===== config.mk =====
export PLATFORM = sky130hd
export DESIGN_NAME = led_matrix_frame_buffer
export DESIGN_NICKNAME = d
export VERILOG_FILES = /design/src/sv/lmfb_pkg.sv /design/src/sv/lmfb_row_store.sv /design/src/sv/lmfb_pixel_unit.sv /design/src/sv/lmfb_seq.sv /design/src/sv/led_matrix_frame_buffer.sv
export SDC_FILE = /design/constraint.sdc
export NUM_CORES = 1
export LEC_CHECK = 0
export BUFFER_PORTS_ARGS = -buffer_cell sky130_fd_sc_hd__buf_2
export CORE_UTILIZATION = 61
export CTS_CLUSTER_DIAMETER = 30
export DETAILED_ROUTE_END_ITERATION = 12
export GPL_TIMING_DRIVEN = 0
export PLACE_DENSITY = 0.8
export SLEW_MARGIN = 40
export SYNTH_ARGS = -nofsm -noshare
export SYNTH_HDL_FRONTEND = slang
export SYNTH_HIERARCHICAL = 1
export SYNTH_SLANG_ARGS = --single-unit
export TNS_END_PERCENT = 10

===== constraint.sdc =====
create_clock -name aclk -period 3.9 [get_ports aclk]
set_input_delay 0 -clock aclk [delete_from_list [all_inputs] [get_ports aclk]]
set_output_delay 0 -clock aclk [all_outputs]
set_load 0.02 [all_outputs]

===== src/sv/lmfb_pkg.sv =====
package lmfb_pkg;

    // Matrix geometry
    localparam int ROWS  = 8;
    localparam int ROW_W = (ROWS > 1) ? $clog2(ROWS) : 1;
    localparam int COLS  = 8;
    localparam int COL_W = $clog2(COLS);

    localparam logic [ROW_W-1:0] LAST_ROW  = ROW_W'(ROWS - 1);
    localparam logic [7:0]       ROW_LIMIT = 8'(ROWS);
    localparam logic [7:0]       MAX_COL   = 8'(COLS - 1);

    localparam logic [7:0] ALL_OFF = 8'hFF;
    localparam logic [7:0] TOP_BIT = 8'h80;
    localparam logic [7:0] LAST_SEL = TOP_BIT >> (ROWS - 1);

    // Command codes
    localparam logic [2:0] CMD_SET       = 3'd0;
    localparam logic [2:0] CMD_RD_PEND   = 3'd1;
    localparam logic [2:0] CMD_RD_SHOWN  = 3'd2;
    localparam logic [2:0] CMD_CLEAR     = 3'd3;
    localparam logic [2:0] CMD_DRAW      = 3'd4;

    // Result kinds
    localparam logic KIND_PIXEL = 1'b0;
    localparam logic KIND_FRAME = 1'b1;

    // Row store access for one cycle
    typedef struct packed {
        logic             pend_we;
        logic             shown_we;
        logic             rd_shown;
        logic [ROW_W-1:0] idx;
    } store_ctl_t;

endpackage


===== src/sv/lmfb_row_store.sv =====
module lmfb_row_store (
    input  logic                aclk,
    input  logic                aresetn,
    input  lmfb_pkg::store_ctl_t ctl,
    input  logic [7:0]          pend_wdata,
    output logic [7:0]          rd_data
);
    import lmfb_pkg::*;

    logic [7:0] pend_reg  [ROWS];
    logic [7:0] shown_reg [ROWS];

    // Shown rows load straight from the pending row at the same index
    always_ff @(posedge aclk) begin
        if (!aresetn) begin
            for (int i = 0; i < ROWS; i++) begin
                pend_reg[i]  <= ALL_OFF;
                shown_reg[i] <= ALL_OFF;
            end
        end else begin
            if (ctl.pend_we) begin
                pend_reg[ctl.idx] <= pend_wdata;
            end
            if (ctl.shown_we) begin
                shown_reg[ctl.idx] <= pend_reg[ctl.idx];
            end
        end
    end

    assign rd_data = ctl.rd_shown ? shown_reg[ctl.idx] : pend_reg[ctl.idx];

endmodule


===== src/sv/lmfb_pixel_unit.sv =====
module lmfb_pixel_unit (
    input  logic [7:0]                  row_byte,
    input  logic [lmfb_pkg::COL_W-1:0]  col,
    input  logic                        lit,
    output logic [7:0]                  new_byte,
    output logic                        pixel_on
);
    import lmfb_pkg::*;

    logic [7:0] mask;

    // Column 0 sits in the MSB; a low bit means lit
    assign mask     = TOP_BIT >> col;
    assign new_byte = lit ? (row_byte & ~mask) : (row_byte | mask);
    assign pixel_on = ~|(row_byte & mask);

endmodule


===== src/sv/lmfb_seq.sv =====
module lmfb_seq (
    input  logic                 aclk,
    input  logic                 aresetn,
    input  logic                 s_valid,
    output logic                 s_ready,
    input  logic [2:0]           s_cmd,
    input  logic [7:0]           s_row,
    input  logic [7:0]           s_col,
    input  logic                 s_lit,
    output logic                 m_valid,
    input  logic                 m_ready,
    output logic                 m_kind,
    output logic                 m_pixel_on,
    output logic [7:0]           m_row_select,
    output logic [7:0]           m_row_pixels,
    output logic                 m_last,
    output lmfb_pkg::store_ctl_t ctl,
    output logic [7:0]           pend_wdata,
    input  logic [7:0]           rd_data
);
    import lmfb_pkg::*;

    typedef enum logic [2:0] {
        ST_IDLE  = 3'b001,
        ST_EXEC  = 3'b010,
        ST_SWEEP = 3'b100
    } state_t;

    state_t           state_reg, state_next;
    logic [2:0]       cmd_reg;
    logic [7:0]       row_reg, col_reg;
    logic             lit_reg;
    logic [ROW_W-1:0] idx_reg, idx_next;

    logic             out_valid_reg, out_valid_next;
    logic             out_kind_reg, out_kind_next;
    logic             out_on_reg, out_on_next;
    logic [7:0]       out_sel_reg, out_sel_next;
    logic [7:0]       out_pix_reg, out_pix_next;
    logic             out_last_reg, out_last_next;

    logic             accept;
    logic             slot_free;
    logic             coords_ok;
    logic [7:0]       unit_byte;
    logic             unit_on;

    lmfb_pixel_unit u_unit (
        .row_byte (rd_data),
        .col      (col_reg[COL_W-1:0]),
        .lit      (lit_reg),
        .new_byte (unit_byte),
        .pixel_on (unit_on)
    );

    assign s_ready   = (state_reg == ST_IDLE);
    assign accept    = s_valid && s_ready;
    assign slot_free = !out_valid_reg || m_ready;
    assign coords_ok = (row_reg < ROW_LIMIT) && (col_reg <= MAX_COL);

    always_comb begin
        state_next     = state_reg;
        idx_next       = idx_reg;
        out_valid_next = out_valid_reg && !m_ready;
        out_kind_next  = out_kind_reg;
        out_on_next    = out_on_reg;
        out_sel_next   = out_sel_reg;
        out_pix_next   = out_pix_reg;
        out_last_next  = out_last_reg;
        ctl.pend_we    = 1'b0;
        ctl.shown_we   = 1'b0;
        ctl.rd_shown   = 1'b0;
        ctl.idx        = idx_reg;
        pend_wdata     = ALL_OFF;

        unique case (state_reg)
            ST_IDLE: begin
                idx_next = '0;
                if (accept) begin
                    unique case (s_cmd)
                        CMD_SET, CMD_RD_PEND, CMD_RD_SHOWN: state_next = ST_EXEC;
                        CMD_CLEAR, CMD_DRAW:                state_next = ST_SWEEP;
                        default:                            state_next = ST_IDLE;
                    endcase
                end
            end
            ST_EXEC: begin
                ctl.idx      = row_reg[ROW_W-1:0];
                ctl.rd_shown = (cmd_reg == CMD_RD_SHOWN);
                pend_wdata   = unit_byte;
                if (cmd_reg == CMD_SET) begin
                    ctl.pend_we = coords_ok;
                    state_next  = ST_IDLE;
                end else if (slot_free) begin
                    out_valid_next = 1'b1;
                    out_kind_next  = KIND_PIXEL;
                    out_on_next    = coords_ok && unit_on;
                    out_sel_next   = '0;
                    out_pix_next   = '0;
                    out_last_next  = 1'b1;
                    state_next     = ST_IDLE;
                end
            end
            ST_SWEEP: begin
                if (cmd_reg == CMD_CLEAR) begin
                    ctl.pend_we = 1'b1;
                    idx_next    = idx_reg + 1'b1;
                    if (idx_reg == LAST_ROW) begin
                        state_next = ST_IDLE;
                    end
                end else if (slot_free) begin
                    ctl.shown_we   = 1'b1;
                    out_valid_next = 1'b1;
                    out_kind_next  = KIND_FRAME;
                    out_on_next    = 1'b0;
                    out_sel_next   = TOP_BIT >> idx_reg;
                    out_pix_next   = rd_data;
                    out_last_next  = (idx_reg == LAST_ROW);
                    idx_next       = idx_reg + 1'b1;
                    if (idx_reg == LAST_ROW) begin
                        state_next = ST_IDLE;
                    end
                end
            end
            default: begin
                state_next = ST_IDLE;
            end
        endcase
    end

    always_ff @(posedge aclk) begin
        if (!aresetn) begin
            state_reg     <= ST_IDLE;
            idx_reg       <= '0;
            out_valid_reg <= 1'b0;
        end else begin
            state_reg     <= state_next;
            idx_reg       <= idx_next;
            out_valid_reg <= out_valid_next;
        end
    end

    always_ff @(posedge aclk) begin
        if (accept) begin
            cmd_reg <= s_cmd;
            row_reg <= s_row;
            col_reg <= s_col;
            lit_reg <= s_lit;
        end
        out_kind_reg <= out_kind_next;
        out_on_reg   <= out_on_next;
        out_sel_reg  <= out_sel_next;
        out_pix_reg  <= out_pix_next;
        out_last_reg <= out_last_next;
    end

    assign m_valid      = out_valid_reg;
    assign m_kind       = out_kind_reg;
    assign m_pixel_on   = out_on_reg;
    assign m_row_select = out_sel_reg;
    assign m_row_pixels = out_pix_reg;
    assign m_last       = out_last_reg;

endmodule


===== src/sv/led_matrix_frame_buffer.sv =====
// Channel   Direction  Handshake            Payload
// s_        in         s_valid / s_ready    s_cmd[2:0] s_row[7:0] s_col[7:0] s_lit
// m_        out        m_valid / m_ready    m_kind m_pixel_on m_row_select[7:0]
//                                           m_row_pixels[7:0] m_last
//
// Set and read commands are accepted, then make one row access through the
// pixel unit; clear and draw sweep one row per cycle unless a draw row waits.
// Unused command codes are dropped in the accept cycle.
// The pace is set by the single row access port of the store and the one output
// register: a read or draw row waits while the previous transfer is still held.
// aresetn (synchronous, active low) sets both buffers to all off and empties the
// output register; s_ready is high only in the idle state.
module led_matrix_frame_buffer (
    input  logic       aclk,
    input  logic       aresetn,
    input  logic       s_valid,
    output logic       s_ready,
    input  logic [2:0] s_cmd,
    input  logic [7:0] s_row,
    input  logic [7:0] s_col,
    input  logic       s_lit,
    output logic       m_valid,
    input  logic       m_ready,
    output logic       m_kind,
    output logic       m_pixel_on,
    output logic [7:0] m_row_select,
    output logic [7:0] m_row_pixels,
    output logic       m_last
);
    import lmfb_pkg::*;

    // Row access issued by the sequencer each cycle
    store_ctl_t ctl;
    logic [7:0] pend_wdata;
    logic [7:0] rd_data;

    // Sequencer: capture the command, step rows, hold results for transfer
    lmfb_seq u_seq (
        .aclk         (aclk),
        .aresetn      (aresetn),
        .s_valid      (s_valid),
        .s_ready      (s_ready),
        .s_cmd        (s_cmd),
        .s_row        (s_row),
        .s_col        (s_col),
        .s_lit        (s_lit),
        .m_valid      (m_valid),
        .m_ready      (m_ready),
        .m_kind       (m_kind),
        .m_pixel_on   (m_pixel_on),
        .m_row_select (m_row_select),
        .m_row_pixels (m_row_pixels),
        .m_last       (m_last),
        .ctl          (ctl),
        .pend_wdata   (pend_wdata),
        .rd_data      (rd_data)
    );

    // Pending and displayed row buffers
    lmfb_row_store u_store (
        .aclk       (aclk),
        .aresetn    (aresetn),
        .ctl        (ctl),
        .pend_wdata (pend_wdata),
        .rd_data    (rd_data)
    );

endmodule


======== Word-level counts from Yosys, hierarchy flattened ========
Memory sizes are Yosys's and may differ from the RTL's.
Cells that the tools add are included.
storage, ports and cells
  bits in registers ....................... 46
  bits in latches ......................... 0
  RAM bits ................................ 128
  ROM bits ................................ 0
  input port bits ......................... 24
  output and inout port bits .............. 21
  logic and storage cells ................. 119
  memories ................................ 2
memory list
  memory             words  bits a word  rd ports  clocked after Yosys merged registers in  wr ports  RTL line              text
  u_store.pend_reg   8      8            1         0                                        8         lmfb_row_store.sv:10  logic [7:0] pend_reg [ROWS];
  u_store.shown_reg  8      8            1         0                                        8         lmfb_row_store.sv:11  logic [7:0] shown_reg [ROWS];
operators by class
  add/subtract/negate cells ............... 1
  multiply operators ...................... 0
  div/mod/pow operators ................... 0
  $lt $le $gt $ge ......................... 2
  eq/ne operators ......................... 17
  shift operators ......................... 2
  mux-type cells .......................... 59
  bitwise operators ....................... 4
  reductions and logical operators ........ 20
operators with widths
  operator                                                                           number
  8-bit 2-to-1 mux                                                                   11
  8-bit case mux with 2 select lines                                                 2
  3-bit 2-to-1 mux                                                                   10
  1-bit 2-to-1 mux                                                                   27
  8-bit OR reduction                                                                 3
  8-bit AND                                                                          2
  8-bit by 3-bit >> shifter with 8-bit output (first input constant)                 2
  3-bit by 2-bit equality test with 1-bit output (second input constant)             5
  3-bit case mux with 2 select lines                                                 2
  1-bit case mux with 2 select lines                                                 5
  3-bit equality test (second input constant)                                        3
  3-bit case mux with 3 select lines                                                 1
  8-bit by 3-bit less-or-equal comparator with 1-bit output (second input constant)  1
  8-bit by 4-bit less-than comparator with 1-bit output (second input constant)      1
  8-bit NOT                                                                          1
  8-bit OR                                                                           1
  3-bit by 1-bit equality test with 1-bit output (second input constant)             2
  3-bit logical NOT                                                                  2
  2-bit inequality test (second input constant)                                      3
  3-bit by 1-bit inequality test with 1-bit output (second input constant)           2
  5-bit AND reduction                                                                1
  1-bit logical AND                                                                  4
  4-bit 2-to-1 mux                                                                   1
  2-bit by 1-bit inequality test with 1-bit output (second input constant)           2
  other kinds (8)                                                                    11

======== Longest topological paths before layout ========
Gate-level depths: netlist of the first run.
An unclocked memory read counts as a cell.
  depth after elaboration ................. 11
  depth in mapped cells ................... 16

======== Hierarchy ========
Netlist of the first run, hierarchy kept.
modules (own cells, without submodules)
  module           times used  cells each  area an instance (um^2)
  lmfb_row_store   1           414         5973.2
  lmfb_seq         1           142         1926.8
  lmfb_pixel_unit  1           30          251.5

======== Worst setup path before layout of the first run ========
OpenSTA, ideal clock, no wires.
  path kind ............................... reg2reg
  start ................................... reg u_seq.state_reg[1]
  end ..................................... mem u_store.pend_reg[0][7], data pin
  arrival ................................. 3.014 ns
  required time ........................... 3.635 ns
  slack ................................... 0.621 ns
  cell stages (with the launch flop) ...... 14
  cells stage by stage .................... dfxtp_1 nor3b_2 clkbuf_2 nand2_1 o21ai_0 buf_6 buf_12 mux4_2 mux2i_4 a2bb2oi_1 o31ai_1 o41ai_1 or2b_1 or3_1
RTL lines
  item                    RTL line              text
  from (decl)             lmfb_seq.sv:29        state_t state_reg, state_next;
  from (signal assigned)  lmfb_seq.sv:137       state_reg <= state_next;
  to (decl)               lmfb_row_store.sv:10

==> implementation parameters, run 1 <==
Parameter                              Value

Yosys
  Library cells used by synthesis    57
  Register bit count reported by yosys    ~170
  Average size of a mapped cell    about 14 um^2
  Leading area contributor after synthesis    edfxtp_1
  Share of flip-flops with an asynchronous set or reset    0
  Yosys Warn Count    6
  Number of flops mapped to enable cells by yosys    between 150 and 200
  Area share of the largest cell type after synthesis    0.615
  Main area contributors after synthesis    edfxtp_1 (62%), or3_1 (5.0%), mux4_2 (4.7%), nand2_1 (3.7%), mux2i_4 (2.2%)
  Cells after synthesis    586
  Cell area after synthesis    0.00815 mm^2
  Synth Flop Type    edfxtp_1
  Number of nets produced by synthesis    ~600
  Part of the Yosys area used for sequential elements    0.632

Global route
  Total overflow reported by the global router    0
  Combined global-route utilization of all metal layers    0.291
  First-pass GRT wire length    between 20000 and 30000 um
  Vias in the first global route    ~5.3k
  Maximum number of pins on one net before global-route repair    21
  Initial antenna violation count    1

Clock network
  Clock-pin slew reported for the worst setup and hold paths after clock tree synthesis    about 0.06 ns
  CTS Buf Count    17
  Clock insertion delay at the later pin of the skew report    ~0.43 ns
  Root Driver    clkbuf_16
  Clock Sinks    about 170
  Number of levels in the clock H-tree    4
  TritonCTS clock tree    built
  Max clock buf depth    2

Setup path
  Crit path buf inv count    3
  Kind of launch point of the worst setup path    flip-flop
  Crit path max fanout    10
  Largest incremental delay on the critical path    ~0.42 ns
  Worst reg2reg setup slack    approximately 0.055 ns
  WS Path Type    flip-flop to flip-flop
  Origin of the critical flop-to-flop path    u_seq/state_reg[1]
  Crit path DAT    about 4 ns
  Kind of cell with the highest combined delay on the critical path    simple AND/OR/NAND/NOR gates
  Required time reported for the critical path endpoint    4.07 ns
  Type of destination of the critical path    flip-flop
  Number of cells traversed by the worst register-to-register path    13
  Reg2Reg Capture Point    u_store/pend_reg[5][7]
  Slowest-stage cell, CP    or3_1
  Critical path cell sequence    nor3b_4 -> buf_4 -> mux2_2 -> buf_6 -> buf_6 -> mux2_2 -> a221oi_1 -> nor2_1 -> a2bb2oi_1 -> o31ai_1 -> o41ai_1 -> or2b_1 -> or3_1

Detailed routing
  Total length of routed wires    19700 um
  Overall via count from detail_route    5503
  Router iterations before antenna repair    7
  Via density    approximately 6.4
  Number of nets with antenna violations after detailed routing    0
  First DRT Iteration DRCs    592
  Number of remaining DRC errors    0
  Post-DR wirelength/cell    roughly 23 um

Status
  Run status    complete, no violations

Timing
  Setup-failing EPs final    0
  Remaining max-slew budget at the tightest pin    0.440
  Final critical delay including setup and external delays    roughly 3.8 ns
  Final number of hold-violating endpoints    0
  Share of the clock period used by the worst path    0.986
  Final worst clock skew    ~0.0066 ns
  Number of max-slew violations in the final report    0
  Hold slack final    slightly above 0.04 ns
  Measured slew at the worst slew-check pin    between 0.8 and 0.9 ns
  Max frequency    around 0.26 GHz

Floorplanning
  Die Outline Area    0.0138 mm^2
  Initial Util    0.636
  Vertical die dimension    approximately 120 um
  Core Rows    41
  Chip Width    ~120 um
  Top-level port count    45
  Core outline area    approximately 0.013 mm^2

Final layout
  Non-filler cells in the finished layout    between 800 and 900
  Final Net Count    a little over 700
  Layout Area Growth over Synthesis    16.1%
  Flip-flop and latch area    ~0.0052 mm^2
  Fill cells    slightly below 800
  Share of cells above drive strength 1    0.237
  Multi-input combinational cell area    between 0.002 and 0.003 mm^2

Run
  Maxcap violations    0

Placement
  Final weighted congestion of routability-driven global placement    around 0.87
  Count of placed standard cells including taps    ~800
  IO Port Bufs    44
  Placed wire-length estimate after detailed placement    13000 um

Pwr
  Power after layout    around 3.7 mW
  Pwr per Cell Area    between 300 and 400 mW/mm^2
  Leakage dissipation    around 2.7 nW
  Peak supply drop    around 340 uV

Hold path
  Cell depth of the worst min-delay path    4
  Endpoint with the worst hold slack    u_seq/state_reg[2]
  Beginning of the worst hold path    s_valid
  Path type of the worst min-delay path    input port to flip-flop
-- cells in the final DEF, fill, tap and decap left out, types with 9 or more instances in the layout --
master and n:
clkbuf_16 17, buf_4 12, or3_1 65, and2_1 13, inv_1 11, mux2i_1 12
clkbuf_1 16, dlygate4sd3_1 23, o21ai_2 9, nand2_1 81, edfxtp_1 167, mux4_2 17
buf_2 52, and3_1 9, mux2_2 11, a221oi_1 9, nor2_1 20
-- where the power goes --
part / total (mW) / internal (mW) / switching, mW
logic: 0.147 / 0.0544 / 0.0931
registers: 2.07 / 2.06 / 0.0110
clock network: 1.51 / 0.811 / 0.703
-- per-stage QoR --
| step | setup TNS, ns | utilization | setup slack [ns] | area, um^2 |
|---|---|---|---|---|
| final | 0 | 0.738 | 0.0546 | 9470 |
| after CTS | 0 | 0.730 | 0.0146 | 9360 |
| after global routing | -0.126 | 0.738 | -0.0300 | 9470 |
| after global placement | -1.33 | 0.670 | -0.0982 | 8590 |
| after floorplan | 0 | - | 0.621 | 8150 |
| after detailed placement | -3.10 | 0.670 | -0.170 | 8590 |
-- worst max path at each step --
stage	startpoint	slack, ns	end	depth (start not counted)
floorplan	u_seq/state_reg[1]	0.62	u_store/pend_reg[0][7]	13
global placement	u_seq/state_reg[1]	-0.1	u_store/pend_reg[5][7]	13
detailed placement	u_seq/state_reg[1]	-0.17	u_store/pend_reg[0][7]	13
CTS	u_seq/state_reg[1]	0.01	u_store/pend_reg[5][5]	13
global route	u_seq/state_reg[1]	-0.03	u_store/pend_reg[7][0]	13
finish	u_seq/state_reg[1]	0.05	u_store/pend_reg[5][7]	13
-- area by class of cell --
type,instances,share of cell area
repair buffers,74,0.0545
well taps,172,0.0227
flip-flops and latches,174,0.545
clock inverters,13,0.00978
clock buffers,18,0.0453
multi-input cells,362,0.293
diodes,1,0.000264
plain buffers,36,0.0242
inverters,14,0.00582
-- Yosys cell counts (9+ instances only) --
library cell	number
and2_1	13
mux4_2	17
nand2_1	81
a221oi_1	10
and3_1	9
mux2i_1	12
nor2_1	20
edfxtp_1	167
inv_1	11
or3_1	65
o21ai_0	21
clkbuf_1	15
nand2b_1	11
mux2_2	11
-- repair_timing --
item                       in CTS  in global routing
hold endpoints to repair       27                  0
resized for setup               2                  7
setup endpoints to repair      51                 65
buffers inserted                2                  5
cloned                          0                  0
hold buffers                   23                  0
-- worst min-delay path: stages --
cell and delay, ns:
buf_2 0.11, nand2_1 0.09, a21oi_1 0.06, o21a_1 0.16
-- cells by family (layout without fill, tap and decap cells) --
kind of cell	after synthesis	after routing	synth area share
compound gates	72	72	0.0623
fa+ha+maj	5	5	0.00767
buf+inv	50	155	0.0345
flops	174	174	0.632
mux	53	53	0.112
other cells	0	1	0
simple gates	232	232	0.151
-- metal layers --
metal	vias up	track usage	wire (um)
met5	-	0	0
met4	0	0.134	678
met3	56	0.0557	1660
met2	309	0.468	9890
met1	2719	0.386	7440
li1	2419	-	-
Power figures use the tool's default switching activity.
==> run 2, diff against run 1 <==
CORE_UTILIZATION = 63   (was 61)
CTS_BUF_LIST = sky130_fd_sc_hd__clkbuf_2 sky130_fd_sc_hd__clkbuf_4 sky130_fd_sc_hd__clkbuf_8   (was unset)
PLACE_DENSITY = 0.82   (was 0.8)
SETUP_SLACK_MARGIN = 0.5   (was unset)
==> implementation parameters, run 2 (synthesized netlist as in run 1, its figures left out) <==
Parameter                              Value

Setup path
  Crit path DAT    3.76 ns (-0.25 ns)
  Slowest-stage cell, CP    or3_1
  Reg2Reg Capture Point    u_store/pend_reg[2][3]
  Origin of the critical flop-to-flop path    u_seq/state_reg[0]
  Crit path max fanout    8 (-2)
  Required time reported for the critical path endpoint    4.11 ns (+0.04 ns)
  Type of destination of the critical path    flip-flop
  Critical path cell sequence    nor3b_4 -> buf_6 -> mux2_4 -> buf_12 -> buf_4 -> mux2_2 -> a221oi_2 -> o221ai_1 -> a21boi_1 -> inv_1 -> mux2i_1 -> or2b_4 -> or3_1
  WS Path Type    flip-flop to flip-flop
  Setup crit end    u_store/pend_reg[2][3]
  Kind of launch point of the worst setup path    flip-flop
  Largest incremental delay on the critical path    0.41 ns (about the same)
  Crit path launch    u_seq/state_reg[0]
  Worst reg2reg setup slack    0.34 ns (+0.29 ns)
  Number of cells traversed by the worst register-to-register path    13 (unchanged)

Timing
  Share of the clock period used by the worst path    0.912 (-0.0740)
  Sum of negative setup slack    0 ns (unchanged)
  Final worst clock skew    0.0155 ns (+0.00882 ns)
  Final critical delay including setup and external delays    3.56 ns (-0.289 ns)
  Setup-failing EPs final    0 (unchanged)
  Number of max-slew violations in the final report    0 (unchanged)
  Measured slew at the worst slew-check pin    0.853 ns (+0.0186 ns)
  Max frequency    0.281 GHz (+8.1%)
  Final setup margin    0.343 ns (+0.289 ns)
  Final number of hold-violating endpoints    0 (unchanged)
  RSZ-0062 raised after global routing    true
  Remaining max-slew budget at the tightest pin    0.428 (-0.0122)

Detailed routing
  Post-DR wirelength/cell    24.1 um (+5.7%)
  Via density    6.49 (+1.9%)
  Overall via count from detail_route    5731 (+4.1%)
  Number of nets with antenna violations after detailed routing    0 (unchanged)
  Number of remaining DRC errors    0 (unchanged)
  First DRT Iteration DRCs    867 (+46%)
  Total length of routed wires    21300 um (+8.1%)
  Router iterations before antenna repair    5 (-2)

Floorplanning
  Top-level port count    45 (unchanged)
  Vertical die dimension    116 um (-1.6%)
  Chip Width    116 um (-1.6%)
  Core outline area    0.0126 mm^2 (-1.6%)
  Die Outline Area    0.0134 mm^2 (-3.1%)
  Initial Util    0.646 (+0.0103)
  Core Rows    41 (unchanged)

Pwr
  Peak supply drop    332 uV (-3.3%)
  Pwr per Cell Area    349 mW/mm^2 (-12%)
  Leakage dissipation    2.79 nW (+2.6%)
  Power after layout    3.34 mW (-11%)

Clock network
  Clock-pin slew reported for the worst setup and hold paths after clock tree synthesis    0.09 ns (+0.03 ns)
  CTS Buf Count    17 (unchanged)
  Max clock buf depth    2 (unchanged)
  Clock insertion delay at the later pin of the skew report    0.46 ns (+0.03 ns)
  Number of levels in the clock H-tree    4 (unchanged)
  TritonCTS clock tree    built
  Clock Sinks    174 (unchanged)
  Root Driver    clkbuf_8

Hold path
  Path type of the worst min-delay path    input port to flip-flop
  Cell depth of the worst min-delay path    2 (-2)

Placement
  Area after detailed placement    0.00859 mm^2 (unchanged)
  Placed wire-length estimate after detailed placement    12800 um (-2.0%)
  DP Worst Slack    -0.200 ns (-0.0307 ns)
  IO Port Bufs    44 (unchanged)
  Final weighted congestion of routability-driven global placement    0.881 (+0.77%)

Global route
  Combined global-route utilization of all metal layers    0.338 (+0.0470)
  Vias in the first global route    5525 (+4.9%)
  Total overflow reported by the global router    0 (unchanged)
  Maximum number of pins on one net before global-route repair    21 (unchanged)
  First-pass GRT wire length    31700 um (+8.0%)
  Initial antenna violation count    0 (-1)

Final layout
  Most used cells in the layout excluding fill and tap cells    edfxtp_1 (167), nand2_1 (81), or3_1 (65)
  Layout Area Growth over Synthesis    17.5%
  Most common library cell in the layout ignoring fill and taps    edfxtp_1
  Share of cells above drive strength 1    0.280 (+0.0426)
  Final Net Count    727 (+2.7%)
  Summed area of non-filler cells in the final layout    0.00957 mm^2 (+1.1%)
  Number of diodes added for antenna fixing    0 (-1)

Status
  Run status    complete, no violations

Run
  Maxcap violations    0 (unchanged)
run 2: cell types whose count changed in the layout (fill, tap and decap cells not counted), moves of 3 or more:
cell       before  now
a221oi_2        1    4
clkbuf_8        0   18
a221oi_1        9    6
clkbuf_16      17    0
buf_4          12   27
dfxtp_1         7    4
nand2b_4        0    3
run 2: critical path: cells and delay by family, from the launching register on:
kind / cells / cell delay (ns)
and+or+nand+nor: 3 / 0.97
DFF: 1 / 0.36
buffers and inverters: 4 / 0.53
AOI/OAI and AO/OA: 3 / 0.73
muxes: 3 / 0.69
run 2: routing by layer:
metal  wire length [um]  part of all wire  vias to the layer above  track usage
met4                955             0.045                        0        0.177
li1                   -                 -                     2453            -
met5                  0                 0                        -            0
met2              10300              0.48                      457        0.534
met3               2590              0.12                       90       0.0816
met1               7430              0.35                     2731        0.441
run 2: how the worst min path moves through the flow:
stage	start	endpoint	slack [ns]
2_1_floorplan	aresetn	u_seq/state_reg[0]	0.08
6_report	s_col[3]	u_seq/col_reg[3]	0.25
4_1_cts	s_lit	u_seq/lit_reg	0.23
3_3_place_gp	s_col[4]	u_seq/col_reg[4]	0.18
3_5_place_dp	s_col[4]	u_seq/col_reg[4]	0.18
5_1_grt	s_col[5]	u_seq/col_reg[5]	0.23
run 2: what timing repair did:
item	in CTS	in global routing
gates cloned	1	0
resized for setup	29	14
hold endpoints to repair	27	0
pin swaps	9	2
hold buffers	24	0
buffers inserted	20	4
setup endpoints to repair	81	89
run 2: area by class of cell:
cell class / instances / area [um^2]
Multi-Input combinational cell: 362 / 2860
Inverter: 14 / 58.8
Clock buffer: 17 / 234
Timing Repair Buffer: 93 / 677
Buffer: 36 / 265
Clock inverter: 15 / 100
Tap cell: 172 / 215
Sequential cell: 174 / 5160
Fill cell: 765 / 3050
run 2: report_power, final:
part / total, mW / internal (mW) / leakage [nW] / switching (mW)
clock network: 1.10 / 0.434 / 0.159 / 0.671
logic: 0.161 / 0.0592 / 1.33 / 0.102
registers: 2.07 / 2.06 / 1.30 / 0.0127
total: 3.34 / 2.55 / 2.79 / 0.785
run 2: stage by stage:
step | utilization | hold WS [ns] | std cells
6_report | 0.759 | 0.248 | 883
2_1_floorplan | - | 0.0786 | 586
3_5_place_dp | 0.680 | 0.178 | 802
3_3_place_gp | 0.680 | 0.177 | 802
4_1_cts | 0.749 | 0.231 | 879
5_1_grt | 0.759 | 0.230 | 883
